## config.mk

```make
export PLATFORM = sky130hd
export DESIGN_NAME = min_cost_k_jump_dp_flat
export DESIGN_NICKNAME = d
export VERILOG_FILES = /design/src/design/mckj_pkg.sv /design/src/design/mckj_ifs.sv /design/src/design/mckj_cand.sv /design/src/design/min_cost_k_jump_dp.sv /design/src/flat_wrapper.sv
export SDC_FILE = /design/constraint.sdc
export NUM_CORES = 1
export LEC_CHECK = 0
export ABC_AREA = 1
export ABC_CLOCK_PERIOD_IN_PS = 3630
export BUFFER_PORTS_ARGS = -buffer_cell sky130_fd_sc_hd__buf_2
export CORE_AREA = 5 5 322 324
export CTS_CLUSTER_SIZE = 12
export DETAILED_ROUTE_END_ITERATION = 10
export DIE_AREA = 0 0 327 329
export GPL_TIMING_DRIVEN = 1
export PLACE_DENSITY_LB_ADDON = 0.12
export SLEW_MARGIN = 20
export SYNTH_ARGS = -nofsm -noshare
export SYNTH_HDL_FRONTEND = slang
export SYNTH_SLANG_ARGS = --single-unit
```

## constraint.sdc

```tcl
create_clock -name clk_i -period 3.63 [get_ports clk_i]
set_input_delay 0.726 -clock clk_i [delete_from_list [all_inputs] [get_ports clk_i]]
set_output_delay 0.726 -clock clk_i [all_outputs]
set_load 0.02 [all_outputs]
```

## src/design/mckj_pkg.sv

```systemverilog
// Shared types and fixed field widths of the jump-cost block.
package mckj_pkg;

  localparam int HEIGHT_W = 16;
  localparam int COST_W   = 32;
  localparam int REACH_W  = 5;

  localparam logic [REACH_W-1:0] REACH_RESET = 5'd2;

  typedef enum logic [2:0] {
    ST_IDLE  = 3'b001,
    ST_SCAN  = 3'b010,
    ST_WRITE = 3'b100
  } state_e;

endpackage

```

## src/design/mckj_ifs.sv

```systemverilog
// Valid/ready channel interfaces for configuration, input and result items.
interface mckj_cfg_if;
  logic                              valid;
  logic                              ready;
  logic [mckj_pkg::REACH_W-1:0]      jump_reach;
  modport source (output valid, jump_reach, input ready);
  modport sink (input valid, jump_reach, output ready);
endinterface

interface mckj_in_if;
  logic                              valid;
  logic                              ready;
  logic [mckj_pkg::HEIGHT_W-1:0]     height;
  logic                              last;
  modport source (output valid, height, last, input ready);
  modport sink (input valid, height, last, output ready);
endinterface

interface mckj_out_if;
  logic                              valid;
  logic                              ready;
  logic [mckj_pkg::COST_W-1:0]       min_cost;
  logic                              saturated;
  logic                              last_res;
  modport source (output valid, min_cost, saturated, last_res, input ready);
  modport sink (input valid, min_cost, saturated, last_res, output ready);
endinterface

```

## src/design/mckj_cand.sv

```systemverilog
// Candidate unit: absolute height difference plus earlier cost, saturating, registered.
module mckj_cand #(
  parameter int HEIGHT_BITS = 16,
  parameter int COST_BITS   = 32
) (
  input  logic                   clk_i,
  input  logic                   rst_ni,
  input  logic                   valid_i,
  input  logic [HEIGHT_BITS-1:0] height_i,
  input  logic [HEIGHT_BITS-1:0] prev_height_i,
  input  logic [COST_BITS-1:0]   prev_cost_i,
  output logic                   valid_o,
  output logic [COST_BITS-1:0]   cost_o
);

  localparam int SUM_W = ((COST_BITS > HEIGHT_BITS) ? COST_BITS : HEIGHT_BITS) + 1;
  localparam logic [SUM_W-1:0] LIMIT_W = SUM_W'({COST_BITS{1'b1}});

  logic [HEIGHT_BITS-1:0] diff;
  logic [SUM_W-1:0]       sum;
  logic [COST_BITS-1:0]   cost_d, cost_q;
  logic                   valid_q;

  always_comb begin
    if (height_i >= prev_height_i) begin
      diff = height_i - prev_height_i;
    end else begin
      diff = prev_height_i - height_i;
    end
    sum = SUM_W'(prev_cost_i) + SUM_W'(diff);
    if (sum > LIMIT_W) begin
      cost_d = '1;
    end else begin
      cost_d = sum[COST_BITS-1:0];
    end
  end

  always_ff @(posedge clk_i or negedge rst_ni) begin
    if (!rst_ni) begin
      valid_q <= 1'b0;
    end else begin
      valid_q <= valid_i;
    end
  end

  always_ff @(posedge clk_i) begin
    cost_q <= cost_d;
  end

  assign valid_o = valid_q;
  assign cost_o  = cost_q;

endmodule

```

## src/design/min_cost_k_jump_dp.sv

```systemverilog
// Least-energy staircase climb with jumps of up to k steps, one step height per transaction.
//
// Channels: cfg_i writes jump_reach (k) and is always ready; a value of 0 acts as 1 and a
// value above MAX_K acts as MAX_K. in_i carries one step height and a last flag per
// transaction; out_o returns exactly one result per input: the least total cost to reach
// that step, a saturation flag and the echoed last flag.
// Timing: an item is accepted only while the block is idle. It is then scanned against span
// earlier entries, where span = min(k, steps seen so far in the sequence), and its result
// is loaded into the output register; the first step of a sequence skips the scan. The
// next input is accepted in the cycle after that load. The scan walks the history memory,
// one earlier step per cycle through a single candidate adder and comparator.
// The history of the last MAX_K heights and costs lives in one synchronous memory; the new
// entry is written after the scan, so reads and the write never touch the same cycle.
// Reset clears the sequence count, the ring pointer and the output valid flag and sets k
// to 2; the memory is not cleared, since only entries of the current sequence are read.
// When the receiver stalls, the finished result waits in the output register and the
// next input can already be accepted and scanned; its result waits until the slot frees.
// After a transaction with last set, the next step starts a new sequence at cost 0.
module min_cost_k_jump_dp #(
  parameter int MAX_K       = 16,
  parameter int HEIGHT_BITS = 16,
  parameter int COST_BITS   = 32
) (
  input  logic         clk_i,
  input  logic         rst_ni,
  mckj_cfg_if.sink     cfg_i,
  mckj_in_if.sink      in_i,
  mckj_out_if.source   out_o
);

  localparam int AW       = (MAX_K > 1) ? $clog2(MAX_K) : 1;
  localparam int CW       = $clog2(MAX_K + 1);
  localparam int MW       = HEIGHT_BITS + COST_BITS;
  localparam int OUT_W    = mckj_pkg::COST_W;
  localparam logic [AW-1:0] LAST_IDX  = AW'(MAX_K - 1);
  localparam logic [CW-1:0] MAX_K_C   = CW'(MAX_K);
  localparam logic [COST_BITS-1:0] LIMIT = '1;

  mckj_pkg::state_e state_q, state_d;

  logic [mckj_pkg::REACH_W-1:0] reach_q;
  logic [CW-1:0]          reach_eff;
  logic [CW-1:0]          span;
  logic [CW-1:0]          steps_q, steps_d;
  logic [CW-1:0]          rem_q, rem_d;
  logic [AW-1:0]          wr_pos_q, wr_pos_d;
  logic [AW-1:0]          rd_ptr_q, rd_ptr_d;
  logic [HEIGHT_BITS-1:0] h_q, h_d;
  logic                   last_q, last_d;
  logic [COST_BITS-1:0]   best_q, best_d;
  logic                   rd_vld_q;

  logic [MW-1:0]          mem [MAX_K];
  logic [MW-1:0]          rd_data_q;

  logic                   in_acc;
  logic                   issue;
  logic                   commit;
  logic                   cand_vld;
  logic [COST_BITS-1:0]   cand_cost;

  logic                   out_valid_q, out_valid_d;
  logic [OUT_W-1:0]       out_cost_q;
  logic                   out_sat_q;
  logic                   out_last_q;

  // Configuration port.
  assign cfg_i.ready = 1'b1;

  always_ff @(posedge clk_i or negedge rst_ni) begin
    if (!rst_ni) begin
      reach_q <= mckj_pkg::REACH_RESET;
    end else if (cfg_i.valid) begin
      reach_q <= cfg_i.jump_reach;
    end
  end

  always_comb begin
    priority if (reach_q == '0) begin
      reach_eff = CW'(1);
    end else if (32'(reach_q) > 32'(MAX_K)) begin
      reach_eff = MAX_K_C;
    end else begin
      reach_eff = CW'(reach_q);
    end
    span = (steps_q < reach_eff) ? steps_q : reach_eff;
  end

  assign in_i.ready = (state_q == mckj_pkg::ST_IDLE);
  assign in_acc     = in_i.valid && in_i.ready;
  assign issue      = (state_q == mckj_pkg::ST_SCAN) && (rem_q != '0);
  assign commit     = (state_q == mckj_pkg::ST_WRITE) && (!out_valid_q || out_o.ready);

  // History memory: height and cost of each step, read in the cycle after the address.
  always_ff @(posedge clk_i) begin
    if (commit) begin
      mem[wr_pos_q] <= {h_q, best_q};
    end
    rd_data_q <= mem[rd_ptr_q];
  end

  mckj_cand #(
    .HEIGHT_BITS (HEIGHT_BITS),
    .COST_BITS   (COST_BITS)
  ) u_cand (
    .clk_i         (clk_i),
    .rst_ni        (rst_ni),
    .valid_i       (rd_vld_q),
    .height_i      (h_q),
    .prev_height_i (rd_data_q[MW-1:COST_BITS]),
    .prev_cost_i   (rd_data_q[COST_BITS-1:0]),
    .valid_o       (cand_vld),
    .cost_o        (cand_cost)
  );

  always_comb begin
    state_d  = state_q;
    steps_d  = steps_q;
    rem_d    = rem_q;
    wr_pos_d = wr_pos_q;
    rd_ptr_d = rd_ptr_q;
    h_d      = h_q;
    last_d   = last_q;
    best_d   = best_q;

    unique case (state_q)
      mckj_pkg::ST_IDLE: begin
        if (in_acc) begin
          h_d      = HEIGHT_BITS'(in_i.height);
          last_d   = in_i.last;
          rem_d    = span;
          rd_ptr_d = (wr_pos_q == '0) ? LAST_IDX : wr_pos_q - AW'(1);
          // The first step of a sequence has no predecessor and costs nothing.
          best_d   = (span == '0) ? '0 : LIMIT;
          state_d  = (span == '0) ? mckj_pkg::ST_WRITE : mckj_pkg::ST_SCAN;
        end
      end
      mckj_pkg::ST_SCAN: begin
        if (issue) begin
          rem_d    = rem_q - CW'(1);
          rd_ptr_d = (rd_ptr_q == '0) ? LAST_IDX : rd_ptr_q - AW'(1);
        end
        if (cand_vld && (cand_cost < best_q)) begin
          best_d = cand_cost;
        end
        // Leave only when no read or candidate is still in flight.
        if (!issue && !rd_vld_q && !cand_vld) begin
          state_d = mckj_pkg::ST_WRITE;
        end
      end
      mckj_pkg::ST_WRITE: begin
        if (commit) begin
          if (last_q) begin
            wr_pos_d = '0;
            steps_d  = '0;
          end else begin
            wr_pos_d = (wr_pos_q == LAST_IDX) ? '0 : wr_pos_q + AW'(1);
            steps_d  = (steps_q == MAX_K_C) ? steps_q : steps_q + CW'(1);
          end
          state_d = mckj_pkg::ST_IDLE;
        end
      end
      default: begin
        state_d = mckj_pkg::ST_IDLE;
      end
    endcase
  end

  always_ff @(posedge clk_i or negedge rst_ni) begin
    if (!rst_ni) begin
      state_q  <= mckj_pkg::ST_IDLE;
      steps_q  <= '0;
      rem_q    <= '0;
      wr_pos_q <= '0;
      rd_ptr_q <= '0;
      rd_vld_q <= 1'b0;
    end else begin
      state_q  <= state_d;
      steps_q  <= steps_d;
      rem_q    <= rem_d;
      wr_pos_q <= wr_pos_d;
      rd_ptr_q <= rd_ptr_d;
      rd_vld_q <= issue;
    end
  end

  always_ff @(posedge clk_i) begin
    h_q    <= h_d;
    last_q <= last_d;
    best_q <= best_d;
  end

  // Output register.
  always_comb begin
    out_valid_d = out_valid_q;
    if (commit) begin
      out_valid_d = 1'b1;
    end else if (out_o.ready) begin
      out_valid_d = 1'b0;
    end
  end

  always_ff @(posedge clk_i or negedge rst_ni) begin
    if (!rst_ni) begin
      out_valid_q <= 1'b0;
    end else begin
      out_valid_q <= out_valid_d;
    end
  end

  always_ff @(posedge clk_i) begin
    if (commit) begin
      out_cost_q <= OUT_W'(best_q);
      out_sat_q  <= (best_q == LIMIT);
      out_last_q <= last_q;
    end
  end

  assign out_o.valid     = out_valid_q;
  assign out_o.min_cost  = out_cost_q;
  assign out_o.saturated = out_sat_q;
  assign out_o.last_res  = out_last_q;

endmodule

```

## src/flat_wrapper.sv

```systemverilog
// flat-port wrapper written by rule: the top's interface ports become plain ports
module min_cost_k_jump_dp_flat 
#(
  parameter int MAX_K       = 16,
  parameter int HEIGHT_BITS = 16,
  parameter int COST_BITS   = 32
)
  (clk_i, rst_ni, cfg_i_valid, cfg_i_jump_reach, cfg_i_ready, in_i_valid, in_i_height, in_i_last, in_i_ready, out_o_valid, out_o_min_cost, out_o_saturated, out_o_last_res, out_o_ready);
  mckj_cfg_if cfg_i_i ();
  mckj_in_if in_i_i ();
  mckj_out_if out_o_i ();
  input  logic clk_i;
  input  logic rst_ni;
  input wire logic [$bits(cfg_i_i.valid)-1:0] cfg_i_valid;
  input wire logic [$bits(cfg_i_i.jump_reach)-1:0] cfg_i_jump_reach;
  output wire logic [$bits(cfg_i_i.ready)-1:0] cfg_i_ready;
  input wire logic [$bits(in_i_i.valid)-1:0] in_i_valid;
  input wire logic [$bits(in_i_i.height)-1:0] in_i_height;
  input wire logic [$bits(in_i_i.last)-1:0] in_i_last;
  output wire logic [$bits(in_i_i.ready)-1:0] in_i_ready;
  output wire logic [$bits(out_o_i.valid)-1:0] out_o_valid;
  output wire logic [$bits(out_o_i.min_cost)-1:0] out_o_min_cost;
  output wire logic [$bits(out_o_i.saturated)-1:0] out_o_saturated;
  output wire logic [$bits(out_o_i.last_res)-1:0] out_o_last_res;
  input wire logic [$bits(out_o_i.ready)-1:0] out_o_ready;
  assign cfg_i_i.valid = cfg_i_valid;
  assign cfg_i_i.jump_reach = cfg_i_jump_reach;
  assign cfg_i_ready = cfg_i_i.ready;
  assign in_i_i.valid = in_i_valid;
  assign in_i_i.height = in_i_height;
  assign in_i_i.last = in_i_last;
  assign in_i_ready = in_i_i.ready;
  assign out_o_valid = out_o_i.valid;
  assign out_o_min_cost = out_o_i.min_cost;
  assign out_o_saturated = out_o_i.saturated;
  assign out_o_last_res = out_o_i.last_res;
  assign out_o_i.ready = out_o_ready;
  min_cost_k_jump_dp #(.MAX_K(MAX_K), .HEIGHT_BITS(HEIGHT_BITS), .COST_BITS(COST_BITS)) u_core (.clk_i(clk_i), .rst_ni(rst_ni), .cfg_i(cfg_i_i), .in_i(in_i_i), .out_o(out_o_i));
endmodule
```

==> results.ini <==
[status]
run_status=completed

[critical_path]
worstSetupEndpointType=flop
worst_r2r_startpoint=u_core.h_q[4]
worstRegToRegCells=21
worst-endpoint-arrival_ns=4.05
r2r_end=u_core.u_cand.cost_o[28]
setup.worst_path.end=u_core.u_cand.cost_o[28]
register_to_register_setup_slack_ns=0.16
worstPathRequired_ns=4.21
critPathKind=flop to flop
critPathLaunch=u_core.h_q[4]
path_max_fanout=5
timing.critical_path.from_type=flop

[clocking]
cts-root-buf=sky130_fd_sc_hd__clkbuf_16
tritoncts.num_buffers=103
postCtsHoldBufs=0
tritoncts=done
cts.sinks=960
ctsLongestPathBuffers=3
worst_skew_pair.late_latency_ns=0.69
worst_setup_hold_path_clk_slew_ns=0.06
htree_num_levels=3

[pwr]
peakVddDrop_uv=872
leakagePower_uw=0.0165
power_per_cell_area_nw_per_um2=979

[synthesis]
post_synthesis_sequential_element_count=960
post_synth_num_cell_types=50
synth_area_sq_um=39900
synthesized_netlist_net_count=3445
synthCells=3323
avgSynthCellArea_sq_um=12.0
asr_flop_ratio_synth_pct=3.02
synth_seq_area_share_pct=69.9
yosysWarningCount=0
synth-edff-count=851
dominantRegCellSynth=sky130_fd_sc_hd__edfxtp_1

[sta]
grt_setup_unrepaired=true
finalSetupViolCount=0
hold_violations=0
final_max_slew_violation_count=0
worst_slew_pin_slew_ns=1.15
slew_headroom_pct=23.6
max_freq_ghz=0.288
timing.final.ws_setup_ns=0.160
final.setup_skew_ns=0.0396
layout_worst_path_cycle_share_pct=95.6
fin_crit_ns=3.47

[layout]
highest_count_cells_in_the_layout_ignoring_fill_and_taps=851 x sky130_fd_sc_hd__edfxtp_1, 451 x sky130_fd_sc_hd__nor2_1, 426 x sky130_fd_sc_hd__o21ai_0
layout.cells.most_common=sky130_fd_sc_hd__edfxtp_1
nets=3619
layout_cells_sized_above_1_pct=15.1
area_growth_syn_to_layout_pct=17.0
finish.utilization_pct=46.3

[floorplanning]
die_width_um=327
num_io_pins=64
die_area_sq_um=108000
std_cell_rows=117
core-area_sq_um=101000
initial_utilization_pct=39.6
die-height_um=329

[grt]
grt_max_degree=205
via_count_of_the_first_global_routing_pass=26600
antenna_found_initial=9
grt_use_total_pct=21.5
overflow=0
grt_pass1_wl_mm=173

[detailed_routing]
drt_drc_violations_left=0
drt_first_pass_iters=5
detail-route-antenna-nets=0
route.final.wire_length_mm=119
routed_via_density=5.49
dr_vias=26900
drt-wirelength-per-cell_um=24.2
drt-initial-drc-count=2436

[placed_design]
place_congestion=0.897
post-place-ws_ns=-0.144
detailed_place_hpwl_mm=68.5
numPortBuffers=62

[run]
drv.max_cap_violation_count=0

[min_path]
holdCritPathClass=input pin to async pin

[flip-flops by register name (all words and copies together) (netlist names)]
name / count
u_core.h_q: 16
u_core.out_o.saturated: 1
u_core.u_cand.cost_o: 32
u_core.wr_pos_q: 4
u_core.rd_vld_q: 1
u_core.out_o.last_res: 1
u_core.steps_q: 5
u_core.best_q: 32
u_core.rd_data_q: 48
u_core.rd_ptr_q: 4
u_core.out_o.min_cost: 32
u_core.out_o.valid: 1
u_core.state_q: 3
u_core.reach_q: 5
u_core.mem: 768
u_core.rem_q: 5
u_core.last_q: 1
u_core.u_cand.valid_o: 1
[per-stage QoR]
stage          instance area [sq um]  total power, uW  cells  hold WS [ns]  setup TNS, ns
2_1_floorplan                  39900            26600   3323         0.354        -327.16
3_3_place_gp                   42800            34000   4690         0.358         -0.463
3_5_place_dp                   42800            34200   4690         0.370          -1.29
4_1_cts                        46100            44600   4882        0.0563              0
5_1_grt                        46700            48600   4892         0.121          -1.29
6_report                       46700            45700   4893        0.0951              0
[cell families after synthesis]
family	synth area share (%)
flip-flops	69.9
XOR/XNOR	1.10
other	0.00940
multiplexers	0.0502
AND/OR/NAND/NOR	10.9
AO/OA/AOI/OAI	11.2
adder cells (fa/ha/maj)	3.03
buffers and inverters	3.81
[cells in the mapped netlist (all sizes together) (2+ instances only)]
library cell  count  share of area (%)
edfxtp          851                 64
nor2            485                4.6
o21ai           452                5.7
nand2           414                4.0
inv             188                1.8
nand3           134                1.7
o22ai           117                1.8
clkbuf          114                1.1
ha               92                2.9
a21oi            84                1.1
dfxtp            80                4.0
o221ai           78                1.7
buf              65               0.97
xor2             37               0.81
dfrtp            27                1.7
o211ai           23               0.43
nor3             15               0.26
nor4             13               0.20
xnor2            13               0.29
o21bai            9               0.20
nand4             7               0.11
o21a              5              0.094
a31oi             4              0.063
fa                3               0.15
a21o              2              0.038
dfstp             2               0.13
mux2i             2              0.050
[worst max-delay path, stage by stage, from the launching register on]
cell                       delay [ns]
sky130_fd_sc_hd__edfxtp_1        0.41
sky130_fd_sc_hd__buf_4           0.18
sky130_fd_sc_hd__ha_4            0.30
sky130_fd_sc_hd__nand2_2         0.09
sky130_fd_sc_hd__o21ai_1         0.30
sky130_fd_sc_hd__a21oi_2         0.09
sky130_fd_sc_hd__o21ai_0         0.24
sky130_fd_sc_hd__xor2_1          0.17
sky130_fd_sc_hd__nand2_1         0.06
sky130_fd_sc_hd__nand2_1         0.07
sky130_fd_sc_hd__inv_1           0.05
sky130_fd_sc_hd__ha_1            0.35
sky130_fd_sc_hd__nand2_1         0.16
sky130_fd_sc_hd__nor2_4          0.17
sky130_fd_sc_hd__buf_4           0.13
sky130_fd_sc_hd__nand2_1         0.04
sky130_fd_sc_hd__nor4_1          0.23
sky130_fd_sc_hd__nand2_1         0.11
sky130_fd_sc_hd__nand2_1         0.07
sky130_fd_sc_hd__nand2_1         0.05
sky130_fd_sc_hd__nand2_1         0.05
sky130_fd_sc_hd__nand2_1         0.04
[metal layers]
metal	share of wire, %	vias to the layer above	track usage (%)
met5	0	-	0
met3	6.0	202	3.96
li1	-	12300	-
met2	46	824	34.0
met4	3.0	0	6.97
met1	45	13500	30.4
[what timing repair did]
item	CTS	global route
hold endpoints to repair	0	0
gates resized for setup	12	118
pin swaps	0	8
setup buffers	1	9
endpoints found under the setup margin	31	32
cloned	0	1
[worst min path at each step]
stage | from | endpoint | slack [ns]
finish | rst_ni | u_core.wr_pos_q[2] | 0.1
global route | rst_ni | u_core.wr_pos_q[2] | 0.12
CTS | rst_ni | u_core.wr_pos_q[2] | 0.06
detailed placement | u_core.rd_vld_q | u_core.u_cand.valid_o | 0.37
global placement | u_core.rd_vld_q | u_core.u_cand.valid_o | 0.36
floorplan | u_core.rd_vld_q | u_core.u_cand.valid_o | 0.35
[cell type report]
cell class                 instances  area [sq um]
timing repair buffer             248          1980
tap                             1309          1640
multi-input combinational       1996         11100
inverter                         188           721
clock inverter                    37           398
clock buffer                     154          2920
sequential                       960         27900
antenna                            1          2.50
fill                            9029         54200
[power by group]
part	internal, uW	switching [uW]
logic	7190	12500
registers	14300	1430
clock network	5990	4260
Power figures use the tool's default switching activity.
